### src/hdl/battery_internal_resistance_estimator_defines.svh
// Assertion macros shared by the estimator RTL.
`ifndef BATTERY_INTERNAL_RESISTANCE_ESTIMATOR_DEFINES_SVH
`define BATTERY_INTERNAL_RESISTANCE_ESTIMATOR_DEFINES_SVH

// Same-cycle implication on aclk, disabled in reset.
`define BIRE_ASSERT_SAME(label, ante, cons) \
    label: assert property (@(posedge aclk) disable iff (!aresetn) (ante) |-> (cons)) \
        else $error("bire assertion failed");

// Next-cycle implication on aclk, disabled in reset.
`define BIRE_ASSERT_NEXT(label, ante, cons) \
    label: assert property (@(posedge aclk) disable iff (!aresetn) (ante) |=> (cons)) \
        else $error("bire assertion failed");

`endif

### src/hdl/bire_pkg.sv
// Widths, constants and divider interface types for the resistance estimator.
package bire_pkg;

    localparam int VOLT_W    = 16;
    localparam int CURR_W    = 18;
    localparam int RES_W     = 18;
    localparam int CELL_W    = 5;
    localparam int SCALE_W   = 20;
    localparam int NUM_W     = VOLT_W + SCALE_W;
    localparam int DEN_W     = RES_W + CELL_W;
    localparam int DIV_STEPS = NUM_W;
    localparam int DIV_CNT_W = $clog2(DIV_STEPS);

    localparam logic [SCALE_W-1:0] UOHM_PER_OHM = SCALE_W'(1000000);
    localparam logic [RES_W-1:0]   R_LIMIT_UOHM = RES_W'(200000);

    typedef struct packed {
        logic start;
    } div_ctrl_t;

    typedef struct packed {
        logic busy;
        logic done;
    } div_stat_t;

endpackage

### src/hdl/bire_div.sv
// Restoring shift-subtract divider, one quotient bit per cycle.
module bire_div
    import bire_pkg::*;
(
    input  logic             aclk,
    input  logic             aresetn,
    input  div_ctrl_t        ctrl,
    input  logic [NUM_W-1:0] dividend,
    input  logic [DEN_W-1:0] divisor,
    output div_stat_t        stat,
    output logic [NUM_W-1:0] quotient
);

    logic [NUM_W-1:0]     quo_reg, quo_next;
    logic [DEN_W:0]       rem_reg, rem_next;
    logic [DEN_W-1:0]     den_reg, den_next;
    logic [DIV_CNT_W-1:0] cnt_reg, cnt_next;
    logic                 busy_reg, busy_next;
    logic                 done_reg, done_next;
    logic [DEN_W:0]       trial;
    logic                 fits;

    assign trial = {rem_reg[DEN_W-1:0], quo_reg[NUM_W-1]};
    assign fits  = (trial >= {1'b0, den_reg});

    always_comb begin
        quo_next  = quo_reg;
        rem_next  = rem_reg;
        den_next  = den_reg;
        cnt_next  = cnt_reg;
        busy_next = busy_reg;
        done_next = 1'b0;
        if (ctrl.start) begin
            quo_next  = dividend;
            rem_next  = '0;
            den_next  = divisor;
            cnt_next  = '0;
            busy_next = 1'b1;
        end else if (busy_reg) begin
            rem_next = fits ? (trial - {1'b0, den_reg}) : trial;
            quo_next = {quo_reg[NUM_W-2:0], fits};
            cnt_next = cnt_reg + 1'b1;
            if (cnt_reg == DIV_CNT_W'(DIV_STEPS - 1)) begin
                busy_next = 1'b0;
                done_next = 1'b1;
            end
        end
    end

    always_ff @(posedge aclk) begin
        quo_reg <= quo_next;
        rem_reg <= rem_next;
        den_reg <= den_next;
        cnt_reg <= cnt_next;
        if (!aresetn) begin
            busy_reg <= 1'b0;
            done_reg <= 1'b0;
        end else begin
            busy_reg <= busy_next;
            done_reg <= done_next;
        end
    end

    assign stat.busy = busy_reg;
    assign stat.done = done_reg;
    assign quotient  = quo_reg;

endmodule

### src/hdl/battery_internal_resistance_estimator.sv
// Battery internal resistance estimator: sequencer, sample state and output word.
// When an estimate is computed, the sample passes through DIFF, MUL, DIV (the bit-serial
// divider) and RESULT; otherwise DIFF goes straight to RESULT. A new sample is accepted
// only in IDLE, after the last word has been handed to the output register.
// Reset (aresetn low, synchronous): no previous sample, largest step 0, cell count 0.
`include "battery_internal_resistance_estimator_defines.svh"

module battery_internal_resistance_estimator
    import bire_pkg::*;
(
    input  logic                     aclk,
    input  logic                     aresetn,
    input  logic                     cfg_wr_en,
    input  logic [CELL_W-1:0]        cfg_wr_data,
    input  logic                     s_valid,
    output logic                     s_ready,
    input  logic [VOLT_W-1:0]        s_voltage_mv,
    input  logic signed [CURR_W-1:0] s_current_ma,
    output logic                     m_valid,
    input  logic                     m_ready,
    output logic                     m_updated,
    output logic [RES_W-1:0]         m_resistance_uohm
);

    localparam logic [2:0] ST_IDLE   = 3'd0;
    localparam logic [2:0] ST_DIFF   = 3'd1;
    localparam logic [2:0] ST_MUL    = 3'd2;
    localparam logic [2:0] ST_DIV    = 3'd3;
    localparam logic [2:0] ST_RESULT = 3'd4;

    logic [2:0]               state_reg, state_next;
    logic [CELL_W-1:0]        cells_reg, cells_next;
    logic                     have_prev_reg, have_prev_next;
    logic [VOLT_W-1:0]        prev_v_reg, prev_v_next;
    logic signed [CURR_W-1:0] prev_c_reg, prev_c_next;
    logic [RES_W-1:0]         largest_reg, largest_next;
    logic [VOLT_W-1:0]        in_v_reg, in_v_next;
    logic signed [CURR_W-1:0] in_c_reg, in_c_next;
    logic [VOLT_W-1:0]        dv_reg, dv_next;
    logic [RES_W-1:0]         step_reg, step_next;
    logic                     upd_reg, upd_next;
    logic [RES_W-1:0]         res_reg, res_next;
    logic                     m_valid_reg, m_valid_next;
    logic                     m_upd_reg, m_upd_next;
    logic [RES_W-1:0]         m_res_reg, m_res_next;

    logic signed [CURR_W:0]   di;
    logic [CURR_W:0]          di_abs;
    logic [RES_W-1:0]         step;
    logic [VOLT_W-1:0]        dv;
    logic                     larger;
    div_ctrl_t                div_ctrl;
    div_stat_t                div_stat;
    logic [NUM_W-1:0]         div_num;
    logic [DEN_W-1:0]         div_den;
    logic [NUM_W-1:0]         div_quo;
    logic                     out_free;

    assign di      = {in_c_reg[CURR_W-1], in_c_reg} - {prev_c_reg[CURR_W-1], prev_c_reg};
    assign di_abs  = di[CURR_W] ? (~di + 1'b1) : di;
    assign step    = di_abs[RES_W-1:0];
    assign dv      = (in_v_reg >= prev_v_reg) ? (in_v_reg - prev_v_reg)
                                              : (prev_v_reg - in_v_reg);
    assign larger  = have_prev_reg && (step > largest_reg);
    assign out_free = !m_valid_reg || m_ready;

    assign div_num = NUM_W'(dv_reg) * NUM_W'(UOHM_PER_OHM);
    assign div_den = DEN_W'(step_reg) * DEN_W'(cells_reg);
    assign div_ctrl.start = (state_reg == ST_MUL);

    bire_div u_div (
        .aclk     (aclk),
        .aresetn  (aresetn),
        .ctrl     (div_ctrl),
        .dividend (div_num),
        .divisor  (div_den),
        .stat     (div_stat),
        .quotient (div_quo)
    );

    always_comb begin
        state_next     = state_reg;
        cells_next     = cfg_wr_en ? cfg_wr_data : cells_reg;
        have_prev_next = have_prev_reg;
        prev_v_next    = prev_v_reg;
        prev_c_next    = prev_c_reg;
        largest_next   = largest_reg;
        in_v_next      = in_v_reg;
        in_c_next      = in_c_reg;
        dv_next        = dv_reg;
        step_next      = step_reg;
        upd_next       = upd_reg;
        res_next       = res_reg;
        m_valid_next   = m_valid_reg && !m_ready;
        m_upd_next     = m_upd_reg;
        m_res_next     = m_res_reg;
        unique case (state_reg)
            ST_IDLE: begin
                if (s_valid) begin
                    in_v_next  = s_voltage_mv;
                    in_c_next  = s_current_ma;
                    state_next = ST_DIFF;
                end
            end
            ST_DIFF: begin
                dv_next        = dv;
                step_next      = step;
                prev_v_next    = in_v_reg;
                prev_c_next    = in_c_reg;
                have_prev_next = 1'b1;
                res_next       = '0;
                upd_next       = 1'b0;
                if (larger) begin
                    largest_next = step;
                end
                if (larger && (dv != '0) && (cells_reg != '0)) begin
                    state_next = ST_MUL;
                end else begin
                    state_next = ST_RESULT;
                end
            end
            ST_MUL: begin
                state_next = ST_DIV;
            end
            ST_DIV: begin
                if (div_stat.done) begin
                    upd_next   = 1'b1;
                    res_next   = (div_quo > NUM_W'(R_LIMIT_UOHM)) ? R_LIMIT_UOHM
                                                                 : div_quo[RES_W-1:0];
                    state_next = ST_RESULT;
                end
            end
            ST_RESULT: begin
                if (out_free) begin
                    m_valid_next = 1'b1;
                    m_upd_next   = upd_reg;
                    m_res_next   = res_reg;
                    state_next   = ST_IDLE;
                end
            end
            default: begin
                state_next = ST_IDLE;
            end
        endcase
    end

    always_ff @(posedge aclk) begin
        in_v_reg  <= in_v_next;
        in_c_reg  <= in_c_next;
        dv_reg    <= dv_next;
        step_reg  <= step_next;
        upd_reg   <= upd_next;
        res_reg   <= res_next;
        m_upd_reg <= m_upd_next;
        m_res_reg <= m_res_next;
        if (!aresetn) begin
            state_reg     <= ST_IDLE;
            cells_reg     <= '0;
            have_prev_reg <= 1'b0;
            prev_v_reg    <= '0;
            prev_c_reg    <= '0;
            largest_reg   <= '0;
            m_valid_reg   <= 1'b0;
        end else begin
            state_reg     <= state_next;
            cells_reg     <= cells_next;
            have_prev_reg <= have_prev_next;
            prev_v_reg    <= prev_v_next;
            prev_c_reg    <= prev_c_next;
            largest_reg   <= largest_next;
            m_valid_reg   <= m_valid_next;
        end
    end

    assign s_ready           = (state_reg == ST_IDLE);
    assign m_valid           = m_valid_reg;
    assign m_updated         = m_upd_reg;
    assign m_resistance_uohm = m_res_reg;

    `BIRE_ASSERT_NEXT(a_accept_leaves_idle, s_valid && s_ready, !s_ready)
    `BIRE_ASSERT_SAME(a_div_blocks_input, div_stat.busy, !s_ready)
    `BIRE_ASSERT_SAME(a_no_update_zero, m_valid && !m_updated, m_resistance_uohm == '0)
    `BIRE_ASSERT_SAME(a_res_saturated, m_valid && m_updated, m_resistance_uohm <= R_LIMIT_UOHM)

endmodule

### config.mk
export PLATFORM = sky130hd
export DESIGN_NAME = battery_internal_resistance_estimator
export DESIGN_NICKNAME = d
export VERILOG_FILES = /design/src/hdl/bire_pkg.sv /design/src/hdl/bire_div.sv /design/src/hdl/battery_internal_resistance_estimator.sv
export VERILOG_INCLUDE_DIRS = /design/src /design/src/hdl
export SDC_FILE = /design/constraint.sdc
export NUM_CORES = 1
export LEC_CHECK = 0
export ABC_CLOCK_PERIOD_IN_PS = 7900
export BUFFER_PORTS_ARGS = -buffer_cell sky130_fd_sc_hd__clkbuf_2
export CAP_MARGIN = 10
export CORE_ASPECT_RATIO = 1.2
export CORE_MARGIN = 4
export CORE_UTILIZATION = 60
export DETAILED_ROUTE_END_ITERATION = 10
export MAX_ROUTING_LAYER = met4
export PLACE_DENSITY = 0.88
export SLEW_MARGIN = 40
export SYNTH_ARGS = -nofsm -noshare
export SYNTH_HDL_FRONTEND = slang
export SYNTH_SLANG_ARGS = --single-unit
### constraint.sdc
create_clock -name aclk -period 7.9 [get_ports aclk]
set_input_delay 1.58 -clock aclk [delete_from_list [all_inputs] [get_ports aclk]]
set_output_delay 1.58 -clock aclk [all_outputs]
set_load 0.05 [all_outputs]
Yosys cells after proc, flatten, opt, wreduce, memory -nomap -nowiden

Index checks and enable logic that the tools add are counted.

Register bits: 258
Bits in latches: 0
RAM bits: 0
ROM bits: 0
Output and inout port bits: 21
Logic and storage cells: 84
Memories kept: 0

Add/subtract/negate cells: 6
$mul: 2
Div/mod/pow operators: 0
Magnitude comparators: 4
Eq/ne operators: 8
Shift-type cells: 0
Multiplexer cells: 21
Bitwise logic cells: 3
Reduce and logical (&&, ||, !) cells: 18

Operators with widths:

| cell                     | number |
|---|---|
| $mux W36                 | 2 |
| $mux W18                 | 3 |
| $gt A36 B18 Y1 const B   | 1 |
| $pmux W18 S2             | 1 |
| $sub A16 B16 Y16         | 2 |
| $mul A16 B14 Y30 const B | 1 |
| $ge A24 B23 Y1           | 1 |
| $mul A18 B5 Y23          | 1 |
| $mux W23                 | 1 |
| $sub A23 B23 Y23         | 1 |
| $sub A18 B18 Y19         | 1 |
| $add A18 B1 Y18 const B  | 1 |
| $gt A18 B18 Y1           | 1 |
| $not A18 Y18             | 1 |
| $ge A16 B16 Y1           | 1 |
| $mux W16                 | 1 |
| $reduce_bool A16 Y1      | 1 |
| $pmux W3 S5              | 1 |
| $mux W3                  | 4 |
| $reduce_and A2 Y1        | 4 |
| $mux W1                  | 7 |
| $add A6 B1 Y6 const B    | 1 |
| $eq A3 B2 Y1 const B     | 2 |
| $eq A6 B6 Y1 const B     | 1 |
| 14 further kinds         | 21 |

Logic depth before layout (Yosys ltp)

Gate-level depths: netlist (run 1).

Depth after elaboration: 10
Gate-level depth with buffers: 25
Gate-level depth less buffers: 23

Modules after synthesis

Synthesis (run 1) repeated with hierarchy kept, for this count alone.

Cell total of the unflattened synthesis: 2047
Area, all modules: 20159.3 sq um

By module, submodules not included:

| module                                | instances | cells each | area an instance (sq um) | seq. area each (sq um) |
|---|---|---|---|---|
| battery_internal_resistance_estimator | 1         | 1584       | 15212.1                  | 4424.2 |
| bire_div                              | 1         | 463        | 4947.2                   | 2392.3 |

Worst setup path after synthesis (run 1)

Ideal clock, no wire load.

Kind: flip-flop to flip-flop
From: register dv_reg[0]
To: register u_div.quo_reg[34] (netlist: u_div.quotient[34]), data pin
Library setup time: 0.268 ns
Arrival time: 5.305 ns
Setup slack: 2.327 ns
Cell stages (with the launch flop): 19
Path buffers: 0
Clock period less this slack: 5.573 ns
Cell sequence: edfxtp_1 > fa_1 > inv_1 > fa_1 > fa_1 > inv_1 > fa_1 > ha_1 > inv_1 > fa_1 > inv_1 > ha_1 > or3_1 > o31ai_1 > o21ai_1 > a311o_1 > a31oi_1 > xor2_1 > o21ai_0

Cells in the longest elaborated chain, start to end: 2

Ends and longest elaborated chain:

| item                         | line                                         | text |
|---|---|---|
| start: declaration           | battery_internal_resistance_estimator.sv:39  | `logic [VOLT_W-1:0] dv_reg, dv_next;` |
| start signal: assignment     | battery_internal_resistance_estimator.sv:150 | `dv_reg <= dv_next;` |
| $mul A16 B14 Y30             | battery_internal_resistance_estimator.sv:67  | `assign div_num = NUM_W'(dv_reg) * NUM_W'(UOHM_PER_OHM);` |
| $mux W36                     | bire_div.sv:33                               | `if (ctrl.start) begin` |
| named net u_div.quo_next[34] | bire_div.sv:14                               | `logic [NUM_W-1:0] quo_reg, quo_next;` |
| end signal: assignment       | bire_div.sv:51                               | `quo_reg <= quo_next;` |
| end: declaration             | bire_div.sv:14                               |  |

The timed path passes the listed nets, and every way through them passes these cells.
A chain may end at the register's enable or synchronous reset.

Final worst setup path (run 1)

From: register dv_reg[1]
To: register u_div.quo_reg[34] (netlist: u_div.quotient[34]), data pin

Same word-level chain as after synthesis.

==> impl_metrics.ini, run 1 <==
[grt]
grt_pass1_vias = 15100
grt_max_degree = 71
grt_usage = 0.241
antenna_found_initial = 1
grt_pass1_wl_mm = 70.9
grt_overflow_total = 0

[synth]
synth-edff-count = 159
synthCells = 2020
seq_area_frac_synth = 0.343
netlist_area_um2 = 19700
synth-main-ff-cell = edfxtp_1
ys_ff_latch = 258
synth_common_cells = 228 x ha_1, 203 x inv_1, 198 x nand2_1
yosys.area.top_type = edfxtp_1
async_flop_share = 0
ys_types = 75
synthTopCellsByArea = edfxtp_1 24%, ha_1 14%, fa_1 11%
yosysTopAreaCellShare = 0.243
syn_nets = 2399
synth_area_per_cell_um2 = 9.75
yosysMostFrequentCell = ha_1
ys_warn_count = 0

[worst_setup_path]
required_ps = 8170
crit_path_end_kind = flip-flop
critPathTopFamily = adder cells
crit_fanout = 7
critPathBufInv = 4
crit_chain = fa_1, inv_1, fa_1, fa_1, inv_1, fa_1, ha_1, inv_1, fa_1, inv_1, ha_1, or3_1, o31ai_1, o21ai_1, a311o_1, a31oi_1, xor2_1, o21ai_0
worstSetupStartpointType = flip-flop
crit_top_cell = fa_1
slowest_stage = fa_1
cp.arrival_ps = 6370
crit_type = flip-flop to flip-flop
crit_path_max_incr_delay_ps = 580

[clock_tree]
cts_tree = built
cts_setup_buffers = 0
h-tree-depth = 1
hold_buffers = 0
cts_sinks = 258
clock_latency_ps = 550
cts_buffer_depth = 3
clkTransAtPathRegs_ps = 60
ctsResizeCount = 0
cts_made_buffers = 26
root_buffer = clkbuf_16

[sta]
hold_viol = 0
whs_ps = 418
post-route-min-period_ps = 6100
fmax_mhz = 164
tightest_slew_ps = 798
skew_ps = 19.1
max-slew-margin-rel = 0.468
setup_viol = 0
finalMaxSlewViolations = 0
post-route-period-util = 0.773
tns_ps = 0
rsz0062_at_grt = false

[die]
ios = 65
die_y_um = 206
die_area_um2 = 35800
initial_core_util = 0.609
core_area_um2 = 32300
die_x_um = 173
row_count = 72

[cells_and_area]
largest_reg_flops = 36
areaGrowthSynthToFinish_pct = 7.86
post-route-util = 0.657
drive_above_1_share = 0.0665
fin_nets = 2433

[route]
remaining_drc_errors = 0
ant_nets = 0
wl_per_cell_um = 16.9
drt_wl_total_mm = 42.0
viasPerCell = 5.94
drt_first_pass_iters = 5
vias = 14700
drt_iter0_drc = 969

[status]
status = finished, final reports clean

[placement]
port_buffers = 64
place_hpwl_mm = 31.8
globalplace.congestion = 0.892

[job]
drv_cap = 0

[pwr]
p_leak_nw = 9.29
peakVddDrop_uv = 392
powerDensity_nw_per_um2 = 339
finalPower_mw = 7.20

[worst_hold_path]
hold_class = flip-flop to flip-flop
-- final timing paths --
kind	cells after the start	end	start	slack, ps
min reg2reg	0	m_resistance_uohm[6]	res_reg[6]	420
min	0	m_resistance_uohm[6]	res_reg[6]	420
max	18	u_div.quotient[34]	dv_reg[1]	1800
max reg2reg	18	u_div.quotient[34]	dv_reg[1]	1800
-- metal layers --
layer	up-vias	global-route usage	wire (µm)
met3	110	0.0320	2130
met1	7073	0.288	17500
met4	0	0.0798	1290
li1	7127	-	-
met2	424	0.427	21100
met5	-	-	0
-- report_power, final --
group	switching (mW)	internal [mW]	total [mW]
Clock	0.538	0.768	1.31
Combinational	2.35	1.82	4.17
Sequential	0.130	1.60	1.73
Total	3.02	4.18	7.20
-- stage by stage --
| stage | cell area (µm²) | setup slack (ps) | cells |
|---|---|---|---|
| after global routing | 21200 | 1580 | 2482 |
| after detailed placement | 20300 | 1800 | 2433 |
| after global placement | 20300 | 2050 | 2433 |
| after CTS | 21200 | 1790 | 2481 |
| final | 21200 | 1800 | 2482 |
| after floorplan | 19700 | 2330 | 2020 |
-- layout make-up --
| class | instances | area (µm²) |
|---|---|---|
| Sequential cell | 258 | 6760 |
| Fill cell | 2439 | 11100 |
| Tap cell | 407 | 509 |
| Clock buffer | 32 | 704 |
| Multi-Input combinational cell | 1492 | 11900 |
| Inverter | 203 | 762 |
| Timing Repair Buffer | 73 | 388 |
| Clock inverter | 16 | 199 |
| Antenna cell | 1 | 2.50 |
-- layout by cell type (no fill, tap or decap), types with 6 or more instances in the layout --
cell / instances
nand2_1: 198
a21o_1: 55
o31ai_1: 11
xor2_1: 34
dfxtp_1: 98
and3_1: 8
or4_1: 8
a31oi_1: 20
mux2i_1: 37
or3_1: 18
o21bai_1: 6
nor2_1: 113
nor2b_1: 17
inv_1: 199
clkbuf_16: 27
a21boi_0: 7
a21oi_1: 128
nand4_1: 14
fa_1: 107
nor3_1: 32
buf_4: 9
xnor2_1: 66
nand2b_1: 15
ha_1: 228
nand3_1: 46
a211oi_1: 27
o21a_1: 35
edfxtp_1: 159
o31a_1: 10
and2_1: 69
nor4_1: 11
o21ai_0: 87
clkbuf_2: 64
-- cell families (layout without fill, tap and decap cells) --
kind of cell,count (synthesis),count (layout),share of synthesized area
mux,37,37,0.0188
flops,258,258,0.343
simple gates,584,584,0.146
other cells,0,1,0
fa+ha+maj,335,335,0.254
buf+inv,270,324,0.0524
xor+xnor,100,100,0.0445
compound gates,436,436,0.141
No activity file was read; power rests on OpenSTA's default activity.
==> run 2, diff against run 1 <==
--- a/config.mk
+++ b/config.mk
@@ -6,7 +6,7 @@
 export SDC_FILE = /design/constraint.sdc
 export NUM_CORES = 1
 export LEC_CHECK = 0
-export ABC_CLOCK_PERIOD_IN_PS = 7900
+export ABC_CLOCK_PERIOD_IN_PS = 5900
 export BUFFER_PORTS_ARGS = -buffer_cell sky130_fd_sc_hd__clkbuf_2
 export CAP_MARGIN = 10
 export CORE_ASPECT_RATIO = 1.2
==> constraint.sdc (replaced) <==
create_clock -name aclk -period 5.9 [get_ports aclk]
set_input_delay 1.18 -clock aclk [delete_from_list [all_inputs] [get_ports aclk]]
set_output_delay 1.18 -clock aclk [all_outputs]
set_load 0.05 [all_outputs]
==> run 2 against run 1 <==
Clock-buffer cell count unchanged. Core utilization up 0.41 points. Sequential power rose by 34%. Critical endpoint unchanged. Final cell count grew 0.64%. Clock power grew 25%. Critical path type unchanged. Non-clock buffer count is 15 higher. Die area did not move. Sequential cell count stayed put. Largest cell class unchanged. Via count grew 0.22%. Register-to-register slack got worse by 1600 ps.
==> impl_metrics.ini, run 2 (same netlist as run 1, synthesis figures left out) <==
[status]
status = finished, final reports clean

[pwr]
p_leak_nw = 9.35
internal-power_mw = 5.61
finalPower_mw = 9.78
power_frac_clock = 0.168
p_seq_frac = 0.236
powerDensity_nw_per_um2 = 458
peakVddDrop_uv = 562
p_sw_frac = 0.426
power_frac_comb = 0.596
p_switching_mw = 4.17

[placement]
globalplace.congestion = 0.937
port_buffers = 64
place_hpwl_mm = 31.6
placed_area_um2 = 20400
pre_cts_ws_ps = 27.6

[worst_setup_path]
reg2reg_depth = 17
crit_fanout = 6
worstSetupStartpointType = flip-flop
crit_top_cell = fa_1
slowest_stage = fa_1
crit_path_end_kind = flip-flop
cp.arrival_ps = 5940
rr_endpoint = u_div.quotient[34]
crit_chain = buf_4, fa_1, fa_1, fa_1, fa_1, ha_1, inv_1, fa_1, inv_1, ha_1, or3_1, o31ai_4, o21ai_2, a311o_1, a31oi_1, xor2_1, o21ai_0
reg2reg_setup_slack_ps = 230
crit_type = flip-flop to flip-flop
critPathBufInv = 3
required_ps = 6170
crit_path_max_incr_delay_ps = 580
reg2reg_from = dv_reg[1]
critPathTopFamily = adder cells

[route]
wl_per_cell_um = 16.7
drt_first_pass_iters = 7
ant_nets = 0
vias = 14800
viasPerCell = 5.91
remaining_drc_errors = 0
drt_iter0_drc = 898
drt_wl_total_mm = 41.7

[sta]
hold_viol = 0
post-route-period-util = 0.961
setup_viol = 0
timing.final.ws_setup_ps = 230
skew_ps = 12.6
max-slew-margin-rel = 0.468
tightest_slew_ps = 794
post-route-min-period_ps = 5670
tns_ps = 0
finalMaxSlewViolations = 0
fmax_mhz = 176
rsz0062_at_grt = false

[clock_tree]
cts_made_buffers = 26
cts_buffer_depth = 3
clock_latency_ps = 540
root_buffer = clkbuf_16
h-tree-depth = 1
clkTransAtPathRegs_ps = 60
cts_tree = built
cts_sinks = 258

[cells_and_area]
multi_input_area_um2 = 12000
mostFrequentLayoutCells = 228 x ha_1, 199 x inv_1, 198 x nand2_1
post-route-util = 0.661
fin_nets = 2448
ff_latch_area_um2 = 6760
largest_reg_flops = 36
layout_commonest_cell = ha_1
fillers = 2364
areaGrowthSynthToFinish_pct = 8.54
drive_above_1_share = 0.0771
postLayoutCellArea_um2 = 21400

[worst_hold_path]
hold_class = flip-flop to flip-flop
holdPathEnd = m_updated
hold_path_startpoint = upd_reg
hold_path_depth = 0

[die]
die_area_um2 = 35800
ios = 65
die_y_um = 206
die_x_um = 173
row_count = 72
initial_core_util = 0.609
core_area_um2 = 32300

[grt]
grt_pass1_wl_mm = 69.6
grt_pass1_vias = 15100
met1_usage = 0.276
use_met2 = 0.428
grt_usage = 0.236
gr-usage-met3 = 0.0289
grt_max_degree = 71
grt_most_used_layer = met2
antenna_found_initial = 2
grt_overflow_total = 0

[job]
drv_cap = 0
## run 2: changes by cell type in the layout (fill, tap and decap cells not counted), sizes merged
cell      delta
inv          +1
buf         +15
diode        +1
clkinv       -1
bufinv       -2
clkinvlp     +2
## run 2: power groups by stage
| stage | registers, mW | clock network, mW | logic [mW] |
|---|---|---|---|
| after global placement | 2.33 | 0 | 5.24 |
| after CTS | 2.31 | 1.67 | 5.59 |
| final | 2.31 | 1.64 | 5.83 |
| after detailed placement | 2.35 | 0 | 5.50 |
| after global routing | 2.33 | 1.74 | 6.58 |
| after floorplan | 2.30 | 0 | 4.34 |
## run 2: repair_timing
| item | in CTS | in global routing |
|---|---|---|
| gates resized for setup | 0 | 11 |
| endpoints found under the setup margin | 0 | 17 |
| setup buffers | 0 | 8 |
| hold buffers | 0 | 0 |
## run 2: area by class of cell
type / count / area share
antenna: 2 / 0.000234
timing repair buffer: 88 / 0.0240
tap: 407 / 0.0238
clock buffer: 32 / 0.0330
inverter: 203 / 0.0357
multi-input combinational: 1492 / 0.560
sequential: 258 / 0.316
clock inverter: 16 / 0.00714
## run 2: worst max path at each step
| stage | from | end | cells past startpoint |
|---|---|---|---|
| global placement | dv_reg[1] | u_div.quotient[34] | 18 |
| detailed placement | dv_reg[1] | u_div.quotient[34] | 18 |
| floorplan | dv_reg[0] | u_div.quotient[34] | 18 |
| CTS | dv_reg[1] | u_div.quotient[34] | 18 |
| finish | dv_reg[1] | u_div.quotient[34] | 17 |
| global route | in_c_reg[0] | largest_reg[16] | 23 |
## run 2: worst register-to-register path, stage by stage (launching register included)
cell      delay, ps
edfxtp_1        440
buf_4           200
fa_1            480
fa_1            530
fa_1            580
fa_1            430
ha_1            290
inv_1            50
fa_1            490
inv_1            40
ha_1            250
or3_1           410
o31ai_4         250
o21ai_2         140
a311o_1         360
a31oi_1         210
xor2_1          170
o21ai_0          90
## run 2: stage by stage
step                hold WS, ps  instances
detailed placement          405       2439
CTS                         417       2487
finish                      418       2498
global route                422       2498
global placement            404       2439
floorplan                   400       2020
## run 2: metal layers
layer	vias to the layer above	wire, µm
met5	-	0
met3	100	2070
met2	432	21300
li1	7167	-
met4	0	1200
met1	7068	17200
==> run 3, diff against run 2 <==
--- a/config.mk
+++ b/config.mk
@@ -7,7 +7,7 @@
 export NUM_CORES = 1
 export LEC_CHECK = 0
 export ABC_CLOCK_PERIOD_IN_PS = 5900
-export BUFFER_PORTS_ARGS = -buffer_cell sky130_fd_sc_hd__clkbuf_2
+export BUFFER_PORTS_ARGS = -buffer_cell sky130_fd_sc_hd__buf_4
 export CAP_MARGIN = 10
 export CORE_ASPECT_RATIO = 1.2
 export CORE_MARGIN = 4
==> run 3 against run 2 <==
Clock power is 9% higher. Largest cell class unchanged. Largest power group unchanged. Power is 0.19% lower. Sequential share of layout area shrank 0.27 points. Sequential power about the same. First-iteration DRC count rose by 30%. Critical path type unchanged. Core utilization increased by 0.56 points. Clock skew about the same. Worst setup slack worse by 71 ps. Sequential cell count did not move.
==> impl_metrics.ini, run 3 (same netlist as run 1, synthesis figures left out) <==
[sta]
post-route-period-util = 0.973
post-route-min-period_ps = 5740
fmax_mhz = 174
tightest_slew_ps = 837
timing.final.ws_setup_ps = 159
hold_viol = 0
finalMaxSlewViolations = 0
rsz0062_at_grt = true
skew_ps = 12.4
max-slew-margin-rel = 0.442
setup_viol = 0
tns_ps = 0

[placement]
port_buffers = 64
place_hpwl_mm = 31.6
globalplace.congestion = 0.914
dp_cells = 2438
pre_cts_ws_ps = 138

[die]
row_count = 72
initial_core_util = 0.609
die_y_um = 206
ios = 65
die_area_um2 = 35800
core_area_um2 = 32300
die_x_um = 173

[grt]
antenna_found_initial = 2
grt_pass1_vias = 15000
grt_usage = 0.239
grt_pass1_wl_mm = 70.6
grt_max_degree = 71
grt_overflow_total = 0

[route]
met2WireLength_mm = 21.4
m1WireLength_mm = 17.2
viasPerCell = 5.95
vias = 14900
ant_nets = 0
wl_per_cell_um = 16.8
drt_iter0_drc = 1163
drt_first_pass_iters = 8
dr_wl_met3_mm = 2.14
routed.top_layer = met4
remaining_drc_errors = 0
drt_wl_total_mm = 42.0

[clock_tree]
clkTransAtPathRegs_ps = 70
root_buffer = clkbuf_16
clock_latency_ps = 540
h-tree-depth = 1
cts_sinks = 258
cts_buffer_depth = 3
cts_made_buffers = 26
cts_tree = built

[worst_hold_path]
hold_path_startpoint = res_reg[9]
holdPathEnd = m_resistance_uohm[9]
hold_class = flip-flop to flip-flop
hold_path_depth = 0

[worst_setup_path]
crit_path_max_incr_delay_ps = 630
crit_type = flip-flop to flip-flop
reg2reg_setup_slack_ps = 160
required_ps = 6310
reg2reg_from = dv_reg[3]
crit_path_end_kind = flip-flop
reg2reg_depth = 17
cp.arrival_ps = 6150
slowest_stage = or4b_2
crit_fanout = 6
crit_chain = fa_1, fa_1, fa_1, fa_1, ha_1, inv_1, fa_1, inv_1, ha_1, o21a_1, nor2_1, nor3b_1, a221o_1, a21o_1, a31oi_1, or4b_2, nand3_1
worstSetupStartpointType = flip-flop
rr_endpoint = u_div.quotient[29]
crit_top_cell = fa_1

[cells_and_area]
largest_reg_flops = 36
drive_above_1_share = 0.0747
multi_input_area_um2 = 11900
mostFrequentLayoutCells = 228 x ha_1, 199 x inv_1, 198 x nand2_1
areaGrowthSynthToFinish_pct = 9.47
ff_latch_area_um2 = 6760
layout_commonest_cell = ha_1
fillers = 2323
fin_nets = 2448
fin_cells = 2498

[job]
drv_cap = 0

[pwr]
p_leak_nw = 9.41
finalPower_mw = 9.76
powerDensity_nw_per_um2 = 453
peakVddDrop_uv = 505

[status]
status = finished, final reports clean
-- run 3: cell types whose count changed in the layout (fill, tap and decap cells not counted), sizes merged --
cell and change:
buf +64, clkbuf -61, clkinv -4, bufinv +3, inv -2
-- run 3: how the worst max path moves through the flow --
| stage | startpoint | end | slack, ps |
|---|---|---|---|
| 2_1_floorplan | dv_reg[0] | u_div.quotient[34] | 330 |
| 3_3_place_gp | dv_reg[0] | u_div.quotient[34] | 240 |
| 3_5_place_dp | dv_reg[3] | u_div.quotient[29] | 140 |
| 4_1_cts | dv_reg[3] | u_div.quotient[34] | 110 |
| 5_1_grt | dv_reg[3] | u_div.quotient[29] | -20 |
| 6_report | dv_reg[3] | u_div.quotient[29] | 160 |
-- run 3: area by class of cell --
class	instances	share of cell area
Multi-Input combinational cell	1492	0.554
Sequential cell	258	0.314
Inverter	203	0.0354
Clock buffer	35	0.0337
Timing Repair Buffer	88	0.0307
Tap cell	407	0.0236
Clock inverter	13	0.00940
Antenna cell	2	0.000232
-- run 3: critical path: cells and delay by family (launching register included) --
family	cells	cell delay (ps)
adder cells (fa/ha/maj)	7	3270
AND/OR/NAND/NOR	4	980
AO/OA/AOI/OAI	4	730
flip-flops	1	530
buffers and inverters	2	90
-- run 3: per-stage QoR --
step                      hold WS (ps)   util  area, µm²
after detailed placement           405  0.634      20500
after global routing               420  0.666      21600
final                              418  0.666      21600
after CTS                          419  0.663      21400
after global placement             403  0.634      20500
after floorplan                    400      -      19700
-- run 3: report_power, final --
group	switching [mW]	internal, mW	total, mW
combinational	3.16	2.51	5.67
clock	0.697	1.08	1.78
sequential	0.174	2.14	2.31
total	4.03	5.73	9.76
-- run 3: layer usage --
layer,GRT usage,vias to the layer above
met4,0.0770,0
met5,-,-
met2,0.426,435
met3,0.0302,114
li1,-,7172
met1,0.285,7140
-- run 3: what timing repair did --
action                                  in CTS  in global routing
resized for setup                            0                  4
hold buffers                                 0                  0
endpoints found under the setup margin       0                 19
buffers inserted                             0                 10
